**config.mk**
```make
export PLATFORM = sky130hd
export DESIGN_NAME = utf16_to_utf8_transcoder
export DESIGN_NICKNAME = d
export VERILOG_FILES = /design/src/rtl/u2u8_pkg.sv /design/src/rtl/u2u8_front.sv /design/src/rtl/u2u8_fifo.sv /design/src/rtl/u2u8_back.sv /design/src/rtl/utf16_to_utf8_transcoder.sv
export SDC_FILE = /design/constraint.sdc
export NUM_CORES = 1
export LEC_CHECK = 0
export ABC_AREA = 1
export BUFFER_PORTS_ARGS = -buffer_cell sky130_fd_sc_hd__buf_2
export CORE_AREA = 3 3 170 172
export CTS_CLUSTER_DIAMETER = 50
export DETAILED_ROUTE_END_ITERATION = 8
export DIE_AREA = 0 0 173 175
export SYNTH_ARGS = -nofsm -noshare
export SYNTH_HDL_FRONTEND = slang
export SYNTH_SLANG_ARGS = --single-unit
export TNS_END_PERCENT = 30
```
**constraint.sdc**
```tcl
create_clock -name clk -period 9.8 [get_ports clk]
set_input_delay 1.47 -clock clk [delete_from_list [all_inputs] [get_ports clk]]
set_output_delay 1.47 -clock clk [all_outputs]
set_load 0.02 [all_outputs]
```
**src/rtl/u2u8_pkg.sv**
```systemverilog
`timescale 1ns / 1ps
// ----------------------------------------------------------------------------
// UTF-16 to UTF-8 package
// Shared types, constants and the code point encoder for the transcoder.
// ----------------------------------------------------------------------------
package u2u8_pkg;

    // Default width of the per-string byte counter.
    localparam int COUNT_BITS_DEF = 16;

    // Depth of the job queue between the front and back ends.
    localparam int JOB_DEPTH = 4;

    // Reset value of the output room register.
    localparam logic [15:0] CAP_RESET = 16'd1024;

    // Surrogate ranges.
    localparam logic [15:0] HIGH_FIRST = 16'hD800;
    localparam logic [15:0] HIGH_LAST  = 16'hDBFF;
    localparam logic [15:0] LOW_FIRST  = 16'hDC00;
    localparam logic [15:0] LOW_LAST   = 16'hDFFF;

    // Supplementary plane offset and the payload mask of a surrogate.
    localparam logic [20:0] SUPP_BASE  = 21'h10000;
    localparam logic [15:0] SURR_MASK  = 16'h03FF;

    // Sequence length thresholds and lead/continuation byte marks.
    localparam logic [20:0] LIM_ONE    = 21'h80;
    localparam logic [20:0] LIM_TWO    = 21'h800;
    localparam logic [20:0] LIM_THREE  = 21'h10000;
    localparam logic [7:0]  LEAD_TWO   = 8'hC0;
    localparam logic [7:0]  LEAD_THREE = 8'hE0;
    localparam logic [7:0]  LEAD_FOUR  = 8'hF0;
    localparam logic [7:0]  CONT_MARK  = 8'h80;

    // One queued job: the bytes of one code point, or a terminator.
    typedef struct packed {
        logic [3:0][7:0] seq;
        logic [2:0]      len;
        logic            is_end;
        logic [15:0]     base;
    } job_t;

    // Queue status seen by both ends.
    typedef struct packed {
        logic full;
        logic empty;
    } fifo_stat_t;

    // Encoded form of one code point.
    typedef struct packed {
        logic [3:0][7:0] seq;
        logic [2:0]      len;
    } enc_t;

    // Build the UTF-8 bytes of one code point, first byte in seq[0].
    function automatic enc_t encode(input logic [20:0] code);
        enc_t e;
        e = '0;
        if (code < LIM_ONE) begin
            e.seq[0] = code[7:0];
            e.len    = 3'd1;
        end
        else if (code < LIM_TWO) begin
            e.seq[0] = LEAD_TWO | {3'b000, code[10:6]};
            e.seq[1] = CONT_MARK | {2'b00, code[5:0]};
            e.len    = 3'd2;
        end
        else if (code < LIM_THREE) begin
            e.seq[0] = LEAD_THREE | {4'b0000, code[15:12]};
            e.seq[1] = CONT_MARK | {2'b00, code[11:6]};
            e.seq[2] = CONT_MARK | {2'b00, code[5:0]};
            e.len    = 3'd3;
        end
        else begin
            e.seq[0] = LEAD_FOUR | {5'b00000, code[20:18]};
            e.seq[1] = CONT_MARK | {2'b00, code[17:12]};
            e.seq[2] = CONT_MARK | {2'b00, code[11:6]};
            e.seq[3] = CONT_MARK | {2'b00, code[5:0]};
            e.len    = 3'd4;
        end
        return e;
    endfunction

endpackage

```
**src/rtl/u2u8_front.sv**
```systemverilog
`timescale 1ns / 1ps
// ----------------------------------------------------------------------------
// UTF-16 to UTF-8 front end
// Takes code units, pairs surrogates, checks output room and queues jobs.
// ----------------------------------------------------------------------------
module u2u8_front #(
    parameter int COUNT_BITS = u2u8_pkg::COUNT_BITS_DEF
) (
    input  logic                   clk,
    input  logic                   rst_n,
    input  logic                   cfg_we,
    input  logic [15:0]            cfg_wdata,
    input  logic                   in_valid,
    output logic                   in_stall,
    input  logic [15:0]            code_unit,
    input  u2u8_pkg::fifo_stat_t   fifo_stat,
    output logic                   push,
    output u2u8_pkg::job_t         push_job
);

    // Compare width covers both the counter plus one and the 16-bit room.
    localparam int CW = (COUNT_BITS + 1 > 17) ? COUNT_BITS + 1 : 17;
    localparam logic [CW-1:0] MASK = (CW'(1) << COUNT_BITS) - CW'(1);

    logic                  high_pending_reg, high_pending_next;
    logic [9:0]            high_bits_reg, high_bits_next;
    logic [COUNT_BITS-1:0] bytes_written_reg, bytes_written_next;
    logic                  halted_reg, halted_next;
    logic [15:0]           cap_reg;

    logic                  accept;
    logic                  is_high;
    logic                  is_low;
    logic                  do_put;
    logic [20:0]           code;
    u2u8_pkg::enc_t        enc;
    logic [CW-1:0]         sum;
    logic [31:0]           bw_wide;

    assign in_stall = fifo_stat.full;
    assign accept   = in_valid && !in_stall;
    assign bw_wide  = 32'(bytes_written_reg);

    // Classify the unit against the surrogate ranges.
    always_comb
    begin
        is_high = code_unit inside {[u2u8_pkg::HIGH_FIRST:u2u8_pkg::HIGH_LAST]};
        is_low  = code_unit inside {[u2u8_pkg::LOW_FIRST:u2u8_pkg::LOW_LAST]};
    end

    // Next state and queued job for the accepted word.
    always_comb
    begin
        high_pending_next  = high_pending_reg;
        high_bits_next     = high_bits_reg;
        bytes_written_next = bytes_written_reg;
        halted_next        = halted_reg;
        push               = 1'b0;
        push_job           = '0;
        do_put             = 1'b0;
        code               = {5'b00000, code_unit};

        if (accept) begin
            if (code_unit == 16'h0000) begin
                // Terminator carries the string total and rearms the block.
                push               = 1'b1;
                push_job.len       = 3'd1;
                push_job.is_end    = 1'b1;
                push_job.base      = bw_wide[15:0];
                high_pending_next  = 1'b0;
                high_bits_next     = '0;
                bytes_written_next = '0;
                halted_next        = 1'b0;
            end
            else if (!halted_reg) begin
                if (high_pending_reg) begin
                    high_pending_next = 1'b0;
                    if (is_low) begin
                        code   = u2u8_pkg::SUPP_BASE
                               + {1'b0, high_bits_reg,
                                  code_unit[9:0] & u2u8_pkg::SURR_MASK[9:0]};
                        do_put = 1'b1;
                    end
                    else begin
                        halted_next = 1'b1;
                    end
                end
                else if (is_high) begin
                    high_pending_next = 1'b1;
                    high_bits_next    = code_unit[9:0];
                end
                else if (is_low) begin
                    halted_next = 1'b1;
                end
                else begin
                    do_put = 1'b1;
                end
            end
        end

        // Room check: the whole sequence fits or nothing is written.
        enc = u2u8_pkg::encode(code);
        sum = CW'(bytes_written_reg) + CW'(enc.len);
        if (do_put) begin
            if (sum <= CW'(cap_reg) && sum <= MASK) begin
                push               = 1'b1;
                push_job.seq       = enc.seq;
                push_job.len       = enc.len;
                push_job.is_end    = 1'b0;
                push_job.base      = bw_wide[15:0];
                bytes_written_next = sum[COUNT_BITS-1:0];
            end
            else begin
                halted_next = 1'b1;
            end
        end
    end

    // State registers.
    always_ff @(posedge clk or negedge rst_n)
    begin
        if (!rst_n) begin
            high_pending_reg  <= 1'b0;
            high_bits_reg     <= '0;
            bytes_written_reg <= '0;
            halted_reg        <= 1'b0;
        end
        else begin
            high_pending_reg  <= high_pending_next;
            high_bits_reg     <= high_bits_next;
            bytes_written_reg <= bytes_written_next;
            halted_reg        <= halted_next;
        end
    end

    // Output room register.
    always_ff @(posedge clk or negedge rst_n)
    begin
        if (!rst_n) begin
            cap_reg <= u2u8_pkg::CAP_RESET;
        end
        else if (cfg_we) begin
            cap_reg <= cfg_wdata;
        end
    end

endmodule

```
**src/rtl/u2u8_fifo.sv**
```systemverilog
`timescale 1ns / 1ps
// ----------------------------------------------------------------------------
// UTF-16 to UTF-8 job queue
// Short first-in first-out queue of jobs between the front and back ends.
// ----------------------------------------------------------------------------
module u2u8_fifo (
    input  logic                 clk,
    input  logic                 rst_n,
    input  logic                 push,
    input  u2u8_pkg::job_t       push_job,
    input  logic                 pop,
    output u2u8_pkg::job_t       head_job,
    output u2u8_pkg::fifo_stat_t stat
);

    localparam int DEPTH = u2u8_pkg::JOB_DEPTH;
    localparam int PW    = (DEPTH > 1) ? $clog2(DEPTH) : 1;
    localparam int CNTW  = $clog2(DEPTH + 1);

    u2u8_pkg::job_t  slots [DEPTH];
    logic [PW-1:0]   wr_ptr_reg, wr_ptr_next;
    logic [PW-1:0]   rd_ptr_reg, rd_ptr_next;
    logic [CNTW-1:0] count_reg, count_next;
    logic            do_push;
    logic            do_pop;

    assign stat.full  = (count_reg == CNTW'(DEPTH));
    assign stat.empty = (count_reg == '0);
    assign do_push    = push && !stat.full;
    assign do_pop     = pop && !stat.empty;
    assign head_job   = slots[rd_ptr_reg];

    // Pointer and fill count update.
    always_comb
    begin
        wr_ptr_next = wr_ptr_reg;
        rd_ptr_next = rd_ptr_reg;
        count_next  = count_reg;
        if (do_push) begin
            wr_ptr_next = (wr_ptr_reg == PW'(DEPTH - 1)) ? '0 : wr_ptr_reg + PW'(1);
        end
        if (do_pop) begin
            rd_ptr_next = (rd_ptr_reg == PW'(DEPTH - 1)) ? '0 : rd_ptr_reg + PW'(1);
        end
        if (do_push && !do_pop) begin
            count_next = count_reg + CNTW'(1);
        end
        else if (do_pop && !do_push) begin
            count_next = count_reg - CNTW'(1);
        end
    end

    always_ff @(posedge clk or negedge rst_n)
    begin
        if (!rst_n) begin
            wr_ptr_reg <= '0;
            rd_ptr_reg <= '0;
            count_reg  <= '0;
        end
        else begin
            wr_ptr_reg <= wr_ptr_next;
            rd_ptr_reg <= rd_ptr_next;
            count_reg  <= count_next;
        end
    end

    // Job storage.
    always_ff @(posedge clk)
    begin
        if (do_push) begin
            slots[wr_ptr_reg] <= push_job;
        end
    end

endmodule

```
**src/rtl/u2u8_back.sv**
```systemverilog
`timescale 1ns / 1ps
// ----------------------------------------------------------------------------
// UTF-16 to UTF-8 back end
// Walks the head job one byte per unstalled cycle into the output register.
// ----------------------------------------------------------------------------
module u2u8_back (
    input  logic                 clk,
    input  logic                 rst_n,
    input  u2u8_pkg::job_t       head_job,
    input  u2u8_pkg::fifo_stat_t fifo_stat,
    output logic                 pop,
    output logic                 out_valid,
    input  logic                 out_stall,
    output logic [7:0]           out_byte,
    output logic                 is_end,
    output logic                 last,
    output logic [15:0]          byte_count
);

    logic [1:0]  pos_reg, pos_next;
    logic        out_valid_reg, out_valid_next;
    logic [7:0]  out_byte_reg;
    logic        is_end_reg;
    logic        last_reg;
    logic [15:0] byte_count_reg;
    logic        load;
    logic        emit;
    logic        at_last;

    assign load    = !out_valid_reg || !out_stall;
    assign emit    = load && !fifo_stat.empty;
    assign at_last = ({1'b0, pos_reg} == head_job.len - 3'd1);
    assign pop     = emit && at_last;

    // Byte position within the head job and output valid.
    always_comb
    begin
        pos_next       = pos_reg;
        out_valid_next = out_valid_reg;
        if (emit) begin
            pos_next       = at_last ? 2'd0 : pos_reg + 2'd1;
            out_valid_next = 1'b1;
        end
        else if (load) begin
            out_valid_next = 1'b0;
        end
    end

    always_ff @(posedge clk or negedge rst_n)
    begin
        if (!rst_n) begin
            pos_reg       <= 2'd0;
            out_valid_reg <= 1'b0;
        end
        else begin
            pos_reg       <= pos_next;
            out_valid_reg <= out_valid_next;
        end
    end

    // Output word register.
    always_ff @(posedge clk)
    begin
        if (emit) begin
            out_byte_reg <= head_job.seq[pos_reg];
            is_end_reg   <= head_job.is_end;
            last_reg     <= at_last;
            byte_count_reg <= head_job.is_end
                            ? head_job.base
                            : head_job.base + {14'd0, pos_reg} + 16'd1;
        end
    end

    assign out_valid  = out_valid_reg;
    assign out_byte   = out_byte_reg;
    assign is_end     = is_end_reg;
    assign last       = last_reg;
    assign byte_count = byte_count_reg;

endmodule

```
**src/rtl/utf16_to_utf8_transcoder.sv**
```systemverilog
`timescale 1ns / 1ps
// ----------------------------------------------------------------------------
// UTF-16 to UTF-8 transcoder
// Converts a stream of UTF-16 code units into UTF-8 bytes, one byte a word.
// ----------------------------------------------------------------------------
// Usage:
//   Input channel (in_valid / in_stall / code_unit) takes one code unit per
//   word; a zero unit ends the string. Output channel (out_valid / out_stall)
//   gives one byte per word with is_end, last and the running byte_count.
//   cfg_we / cfg_wdata set the output room per string; write it while idle.
// The first byte of a unit passes through the job queue and then the output
//   register. The output gives one byte per cycle while a job is queued and
//   out_stall is low; a unit gives 1 to 3 bytes (a surrogate pair 4 bytes for
//   its two units), and the back end's byte walk sets this output rate.
// A four-entry job queue lets the input keep flowing while bytes drain;
//   in_stall rises only when that queue is full.
// Reset clears the surrogate state, the count and the stop flag, empties the
//   queue and sets the room to 1024. A stalled output word holds steady and
//   back-pressure reaches the input once the queue fills.
// ----------------------------------------------------------------------------
module utf16_to_utf8_transcoder #(
    parameter int COUNT_BITS = u2u8_pkg::COUNT_BITS_DEF
) (
    input  logic        clk,
    input  logic        rst_n,
    input  logic        cfg_we,
    input  logic [15:0] cfg_wdata,
    input  logic        in_valid,
    output logic        in_stall,
    input  logic [15:0] code_unit,
    output logic        out_valid,
    input  logic        out_stall,
    output logic [7:0]  out_byte,
    output logic        is_end,
    output logic        last,
    output logic [15:0] byte_count
);

    u2u8_pkg::fifo_stat_t fifo_stat;
    u2u8_pkg::job_t       push_job;
    u2u8_pkg::job_t       head_job;
    logic                 push;
    logic                 pop;

    // Front end: classification, surrogate pairing and room check.
    u2u8_front #(
        .COUNT_BITS (COUNT_BITS)
    ) u_front (
        .clk       (clk),
        .rst_n     (rst_n),
        .cfg_we    (cfg_we),
        .cfg_wdata (cfg_wdata),
        .in_valid  (in_valid),
        .in_stall  (in_stall),
        .code_unit (code_unit),
        .fifo_stat (fifo_stat),
        .push      (push),
        .push_job  (push_job)
    );

    // Job queue between the two ends.
    u2u8_fifo u_fifo (
        .clk      (clk),
        .rst_n    (rst_n),
        .push     (push),
        .push_job (push_job),
        .pop      (pop),
        .head_job (head_job),
        .stat     (fifo_stat)
    );

    // Back end: byte serializer and output register.
    u2u8_back u_back (
        .clk        (clk),
        .rst_n      (rst_n),
        .head_job   (head_job),
        .fifo_stat  (fifo_stat),
        .pop        (pop),
        .out_valid  (out_valid),
        .out_stall  (out_stall),
        .out_byte   (out_byte),
        .is_end     (is_end),
        .last       (last),
        .byte_count (byte_count)
    );

    // The front end never queues a job into a full queue.
    assert property (@(posedge clk) disable iff (!rst_n)
        push |-> !fifo_stat.full)
        else $error("job pushed into a full queue");

    // A terminator word always closes its unit.
    assert property (@(posedge clk) disable iff (!rst_n)
        (out_valid && is_end) |-> (last && out_byte == 8'h00))
        else $error("terminator word is not marked last");

    // Bytes of one code point follow back to back with a rising count.
    assert property (@(posedge clk) disable iff (!rst_n)
        (out_valid && !out_stall && !last)
        |=> (out_valid && !is_end && byte_count == $past(byte_count) + 16'd1))
        else $error("code point bytes broken apart");

    // Nothing is popped from an empty queue.
    assert property (@(posedge clk) disable iff (!rst_n)
        pop |-> !fifo_stat.empty)
        else $error("job popped from an empty queue");

endmodule
```
Word-level counts from Yosys, hierarchy flattened
Memories as Yosys holds them, arrays and structs flattened.
Index checks and enable logic that the tools add are counted.
{"block": "op_classes", "add_sub_neg": 10, "n_reduce_logical": 24, "order_cmp": 10, "n_eq_ne": 6, "muxes": 57}
{"operator": "21-bit 2-to-1 mux", "n": 5}
{"operator": "52-bit 2-to-1 mux", "n": 2}
{"operator": "16-bit 2-to-1 mux", "n": 6}
{"operator": "10-bit 2-to-1 mux", "n": 4}
{"operator": "18-bit 2-to-1 mux", "n": 2}
{"operator": "16-bit >= comparator (second input constant)", "n": 2}
{"operator": "16-bit less-or-equal comparator (second input constant)", "n": 2}
{"operator": "1-bit 2-to-1 mux", "n": 26}
{"operator": "25-bit 2-to-1 mux", "n": 1}
{"operator": "24-bit 2-to-1 mux", "n": 1}
{"operator": "17-bit by 20-bit adder with 21-bit output (first input constant)", "n": 1}
{"operator": "21-bit by 12-bit less-than comparator with 1-bit output (second input constant)", "n": 1}
{"operator": "21-bit by 17-bit less-than comparator with 1-bit output (second input constant)", "n": 1}
{"operator": "21-bit by 8-bit less-than comparator with 1-bit output (second input constant)", "n": 1}
{"operator": "19-bit 2-to-1 mux", "n": 1}
{"operator": "16-bit by 3-bit adder with 17-bit output", "n": 1}
{"operator": "17-bit by 16-bit less-or-equal comparator with 1-bit output", "n": 1}
{"operator": "17-bit by 16-bit less-or-equal comparator with 1-bit output (second input constant)", "n": 1}
{"operator": "16-bit by 1-bit adder with 16-bit output (second input constant)", "n": 1}
{"operator": "16-bit by 2-bit adder with 16-bit output", "n": 1}
{"operator": "8-bit binary-select mux with 2-bit select", "n": 1}
{"operator": "16-bit zero test", "n": 1}
{"operator": "8-bit 2-to-1 mux", "n": 2}
{"operator": "11-bit 2-to-1 mux", "n": 1}
{"operator": "17 further kinds", "n": 41}
{"block": "totals", "mem_bits_rw": 208, "in_bits": 37, "out_inout_bits": 28, "mem_count": 1, "word_cells": 122, "ff_bits": 80}
{"memory": "u_fifo.slots", "words": 4, "word_bits": 52, "rd": 1, "rd_clocked_by_memory_dff": 0, "write_ports": 1, "line_no": "u2u8_fifo.sv:20", "source": "u2u8_pkg::job_t slots [DEPTH];"}

Longest topological paths before layout
{"block": "depth", "ltp_word": 21, "ltp_mapped": 40, "ltp_nobuf": 39}

Modules after synthesis
A second synthesis with hierarchy kept.
{"block": "unflattened", "cells_unflattened": 1420, "area_unflattened_um2": 14243.7}
{"mod": "u2u8_fifo", "instances": 1, "area_per_inst_um2": 8642.0, "cells_per_inst": 667, "seq_area_each_um2": 6421.2}
{"mod": "u2u8_front", "instances": 1, "area_per_inst_um2": 3892.5, "cells_per_inst": 560, "seq_area_each_um2": 1102.3}
{"mod": "u2u8_back", "instances": 1, "area_per_inst_um2": 1709.1, "cells_per_inst": 193, "seq_area_each_um2": 855.8}

Least setup slack after synthesis
Ideal clock, no wire load.
{"block": "synth_path", "path_kind": "input to register", "from": "in code_unit[8]", "to": "mem u_fifo.slots[0][0] (netlist name) (enable)", "path_buffers": 1, "stages": 33, "arrival_ns": 8.603, "path_slack_ns": 0.670, "required_time_ns": 9.273, "setup_time_ns": 0.527, "cell_sequence": "nor2_1 nand2_1 nor2_1 nand2_2 nand3_4 nor2_1 nor2_1 inv_2 nor3_2 nand2_2 nor3_4 nor2_1 ha_1 a21oi_1 inv_1 o21a_1 nand2_1 xor2_1 ha_1 nand2_1 nor2_1 a211oi_1 nand2_1 nand2_1 nand2_1 nand2_1 nand2_1 nand2_1 nand2_1 nand2_1 nand3_4 buf_6 a21boi_0"}
{"block": "synth_between", "elab_chain_len": 19, "elab_cells_between_ends": 37, "classes_between": "add/sub: 2; order compare: 9; mux: 21; reduce/logical: 5"}
{"element": "from (decl)", "line_no": "utf16_to_utf8_transcoder.sv:30", "source": "input logic [15:0] code_unit,"}
{"element": "16-bit >= comparator / 16-bit less-or-equal comparator (equally long branches)", "line_no": "u2u8_front.sv:48", "source": "is_low = code_unit inside {[u2u8_pkg::LOW_FIRST:u2u8_pkg::LOW_LAST]};"}
{"element": "1-bit logical AND", "line_no": "u2u8_front.sv:48"}
{"element": "21-bit 2-to-1 mux", "line_no": "u2u8_front.sv:78", "source": "if (is_low) begin"}
{"element": "21-bit 2-to-1 mux", "line_no": "u2u8_front.sv:76", "source": "if (high_pending_reg) begin"}
{"element": "21-bit 2-to-1 mux", "line_no": "u2u8_front.sv:75", "source": "else if (!halted_reg) begin"}
{"element": "21-bit 2-to-1 mux", "line_no": "u2u8_front.sv:64", "source": "if (code_unit == 16'h0000) begin"}
{"element": "21-bit 2-to-1 mux", "line_no": "u2u8_front.sv:63", "source": "if (accept) begin"}
{"element": "21-bit by 17-bit less-than comparator with 1-bit output", "line_no": "u2u8_pkg.sv:69", "source": "else if (code < LIM_THREE) begin"}
{"element": "[... 3 more ...]"}
{"element": "16-bit by 3-bit adder with 17-bit output", "line_no": "u2u8_front.sv:103", "source": "sum = CW'(bytes_written_reg) + CW'(enc.len);"}
{"element": "17-bit by 16-bit less-or-equal comparator with 1-bit output", "line_no": "u2u8_front.sv:105", "source": "if (sum <= CW'(cap_reg) && sum <= MASK) begin"}
{"element": "1-bit logical AND", "line_no": "u2u8_front.sv:105"}
{"element": "1-bit 2-to-1 mux", "line_no": "u2u8_front.sv:105"}
{"element": "1-bit 2-to-1 mux *", "line_no": "u2u8_front.sv:104", "source": "if (do_put) begin"}
{"element": "1-bit logical AND *", "line_no": "u2u8_fifo.sv:29", "source": "assign do_push = push && !stat.full;"}
{"element": "1-bit 2-to-1 mux *", "line_no": "u2u8_fifo.sv:70", "source": "if (do_push) begin"}
{"element": "1-bit 2-to-1 mux (implied by the code) *", "line_no": "u2u8_fifo.sv:71", "source": "slots[wr_ptr_reg] <= push_job;"}
{"element": "to (decl)", "line_no": "u2u8_fifo.sv:20"}
Every way passes the cells marked *; elsewhere a longest branch is shown, timed or not.

Worst setup path in the final report
{"block": "layout_path", "from": "in code_unit[5]", "to": "mem u_fifo.slots[2][30] (netlist name) (enable)"}
Same word-level chain as after synthesis.

==> flow_metrics.env <==
export IMPL_status="completed"
export IMPL_start_util=0.455
export IMPL_clk_pin_slew_ns=0.06
export IMPL_synth_seq_cells=272
export IMPL_rows=61
export IMPL_antenna_found_initial=0
export IMPL_critPathMaxStageDelay_ns=0.97
export IMPL_die_w_um=173
export IMPL_die_h_um=175
export IMPL_cts_buffers=30
export IMPL_n_fill_cell=2528
export IMPL_startpoint_type="input pin"
export IMPL_ctsHoldBuffers=0
export IMPL_crit_fanout=49
export IMPL_grt_overflow_total=0
export IMPL_crit_top_cell="nand2_1"
export IMPL_finClkSkew_ns=0.0200
export IMPL_dieArea_um2=30300
export IMPL_slew_headroom=0.386
export IMPL_drc=0
export IMPL_min_from="u_front.high_bits_reg[3]"
export IMPL_ant_nets=0
export IMPL_reg2reg_slack_ns=2.81
export IMPL_yosysSeqAreaShare=0.628
export IMPL_cp_required_ns=10.06
export IMPL_layout_min_cycle_time_ns=7.55
export IMPL_portBuffers=64
export IMPL_fin_nets=1290
export IMPL_r2r_cells=30
export IMPL_worst_ir_drop_vdd_v=0.000131
export IMPL_drt_wl_total_um=28600
export IMPL_setup_tns_ns=0
export IMPL_cts_resized=0
export IMPL_grt_max_degree=69
export IMPL_final_cells=1624
export IMPL_first_global_vias=8216
export IMPL_syn_nets=1233
export IMPL_maxSlewViolCount=0
export IMPL_leakage_nw=5.06
export IMPL_largest_reg_flops=192
export IMPL_worstHoldPathCells=2
export IMPL_grt_use_total=0.186
export IMPL_place_area_um2=13300
export IMPL_hold_viol=0
export IMPL_final_layout_size_suffix_gt1_frac=0.132
export IMPL_routedWlPerCell_um=17.6
export IMPL_multi_input_area_um2=4090
export IMPL_hold_path_endpoint="u_front.high_bits_reg[3]"
export IMPL_setup_viol=0
export IMPL_synthFlopType="edfxtp_1"
export IMPL_clk_path_buf_depth=3
export IMPL_top_register="u_fifo.slots"
export IMPL_cts_root_buffer="clkbuf_16"
export IMPL_final_cell_area_um2=14300
export IMPL_grt_setup_unrepaired="false"
export IMPL_io_pins=65
export IMPL_worstSetupPathType="input pin to flop"
export IMPL_htreeDepth=1
export IMPL_ys_warn_count=0
export IMPL_worst_pin_slew_ns=0.918
export IMPL_crit_arrival_ns=7.80
export IMPL_post_route_util=0.516
export IMPL_place_inst=1568
export IMPL_p_per_area_nw_per_um2=176
export IMPL_grt_pass1_wl_um=45500
export IMPL_clock_latency_ns=0.57
export IMPL_r2r_start="u_fifo.count_reg[0]"
export IMPL_syn_cell_area_um2=12600
export IMPL_hold_class="flop to flop"
export IMPL_area_growth_pct=13.4
export IMPL_gp_congestion=0.847
export IMPL_vias_per_cell=5.26
export IMPL_cts_sinks=272
export IMPL_core_area_um2=27600
export IMPL_clock_fmax_mhz=132
export IMPL_place_hpwl_um=18500
export IMPL_cts_setup_buffers=0
export IMPL_fin_crit_sh=0.770
export IMPL_vias=8544
export IMPL_first_pass_iters=7
export IMPL_dr_first_iter_drc_count=745
export IMPL_n_antenna_cell=0
export IMPL_avgSynthCellArea_um2=10.8
export IMPL_seq_area_um2=7900
export IMPL_cts_tree="yes"
export IMPL_worst_path_max_delay_cell="a21boi_4"
export IMPL_synth_edf_count=218
export IMPL_maxCapViolCount=0
export IMPL_worst_setup_path_end_kind="flop"
export IMPL_synthesis_instances=1165
export IMPL_timing_hold_ws_ns=0.495
export IMPL_ys_types=52
export IMPL_synthArstFlopShare=0.199
export IMPL_timing_rr_end="u_fifo.slots[2][30]"
-- layer usage --
layer	part of all wire	vias up	global-route usage	wire, µm
li1	-	4192	-	-
met1	0.48	4094	0.278	13800
met2	0.45	221	0.293	12700
met3	0.055	37	0.0267	1560
met4	0.017	0	0.0372	500
met5	0	-	0	0
-- per-stage QoR --
stage	setup WS (ns)	power [mW]
detailed placement	1.65	1.45
CTS	2.22	2.54
floorplan	0.670	1.38
finish	2.25	2.52
global route	1.58	2.60
global placement	1.73	1.45
-- critical path, delay by kind of cell --
| kind | cells | cell delay (ns) |
|---|---|---|
| compound gates | 3 | 1.34 |
| buf+inv | 4 | 1.05 |
| xor+xnor | 1 | 0.21 |
| simple gates | 20 | 2.98 |
| fa+ha+maj | 3 | 0.70 |
-- how the worst max path moves through the flow --
stage | startpoint | end | slack, ns | depth (start not counted)
6_report | code_unit[5] | u_fifo.slots[2][30] | 2.25 | 31
5_1_grt | code_unit[2] | u_fifo.count_reg[2] | 1.58 | 37
4_1_cts | code_unit[8] | u_fifo.slots[2][30] | 2.22 | 31
3_5_place_dp | code_unit[8] | u_fifo.slots[2][30] | 1.65 | 31
3_3_place_gp | code_unit[8] | u_fifo.slots[2][38] | 1.73 | 31
2_1_floorplan | code_unit[8] | u_fifo.slots[0][0] | 0.67 | 33
-- where the power goes --
part / switching [mW] / internal, mW / total (mW)
logic: 0.0978 / 0.0456 / 0.143
registers: 0.0181 / 1.26 / 1.28
clock network: 0.465 / 0.629 / 1.09
total: 0.581 / 1.94 / 2.52
-- synthesized netlist by cell type (19+ instances only) --
library cell / n / area (µm²)
ha_1: 28 / 350
nand3_1: 32 / 160
o21ai_0: 116 / 581
o221ai_1: 21 / 184
clkbuf_1: 33 / 124
nor2_1: 143 / 537
inv_1: 95 / 357
xor2_1: 22 / 193
edfxtp_1: 218 / 6550
dfrtp_1: 53 / 1330
a21oi_1: 42 / 210
o22ai_1: 19 / 119
nand2_1: 192 / 721
-- logic make-up after synthesis --
logic type,synth area share
and+or+nand+nor,0.144
AOI/OAI and AO/OA,0.119
buffers and inverters,0.0507
muxes,0.00259
DFF,0.628
adders and majority gates,0.0326
xor gates and xnor gates,0.0237
-- final cells by class --
| class | count | area share |
|---|---|---|
| clock buffers | 37 | 0.0552 |
| repair buffers | 77 | 0.0310 |
| multi-input cells | 737 | 0.286 |
| flip-flops and latches | 272 | 0.554 |
| well taps | 378 | 0.0331 |
| inverters | 104 | 0.0275 |
| clock inverters | 19 | 0.0130 |
-- placed cells by master, fill, tap and decap left out, types with 21 or more instances in the layout --
master	synthesis	layout
o221ai_1	21	21
buf_2	13	64
o21ai_0	116	116
ha_1	28	28
inv_1	95	95
dfrtp_1	53	52
a21oi_1	42	42
xor2_1	22	22
nor2_1	143	143
clkbuf_16	0	30
nand2_1	192	192
nand3_1	32	32
edfxtp_1	218	218
(Power assumes the default switching activity.)
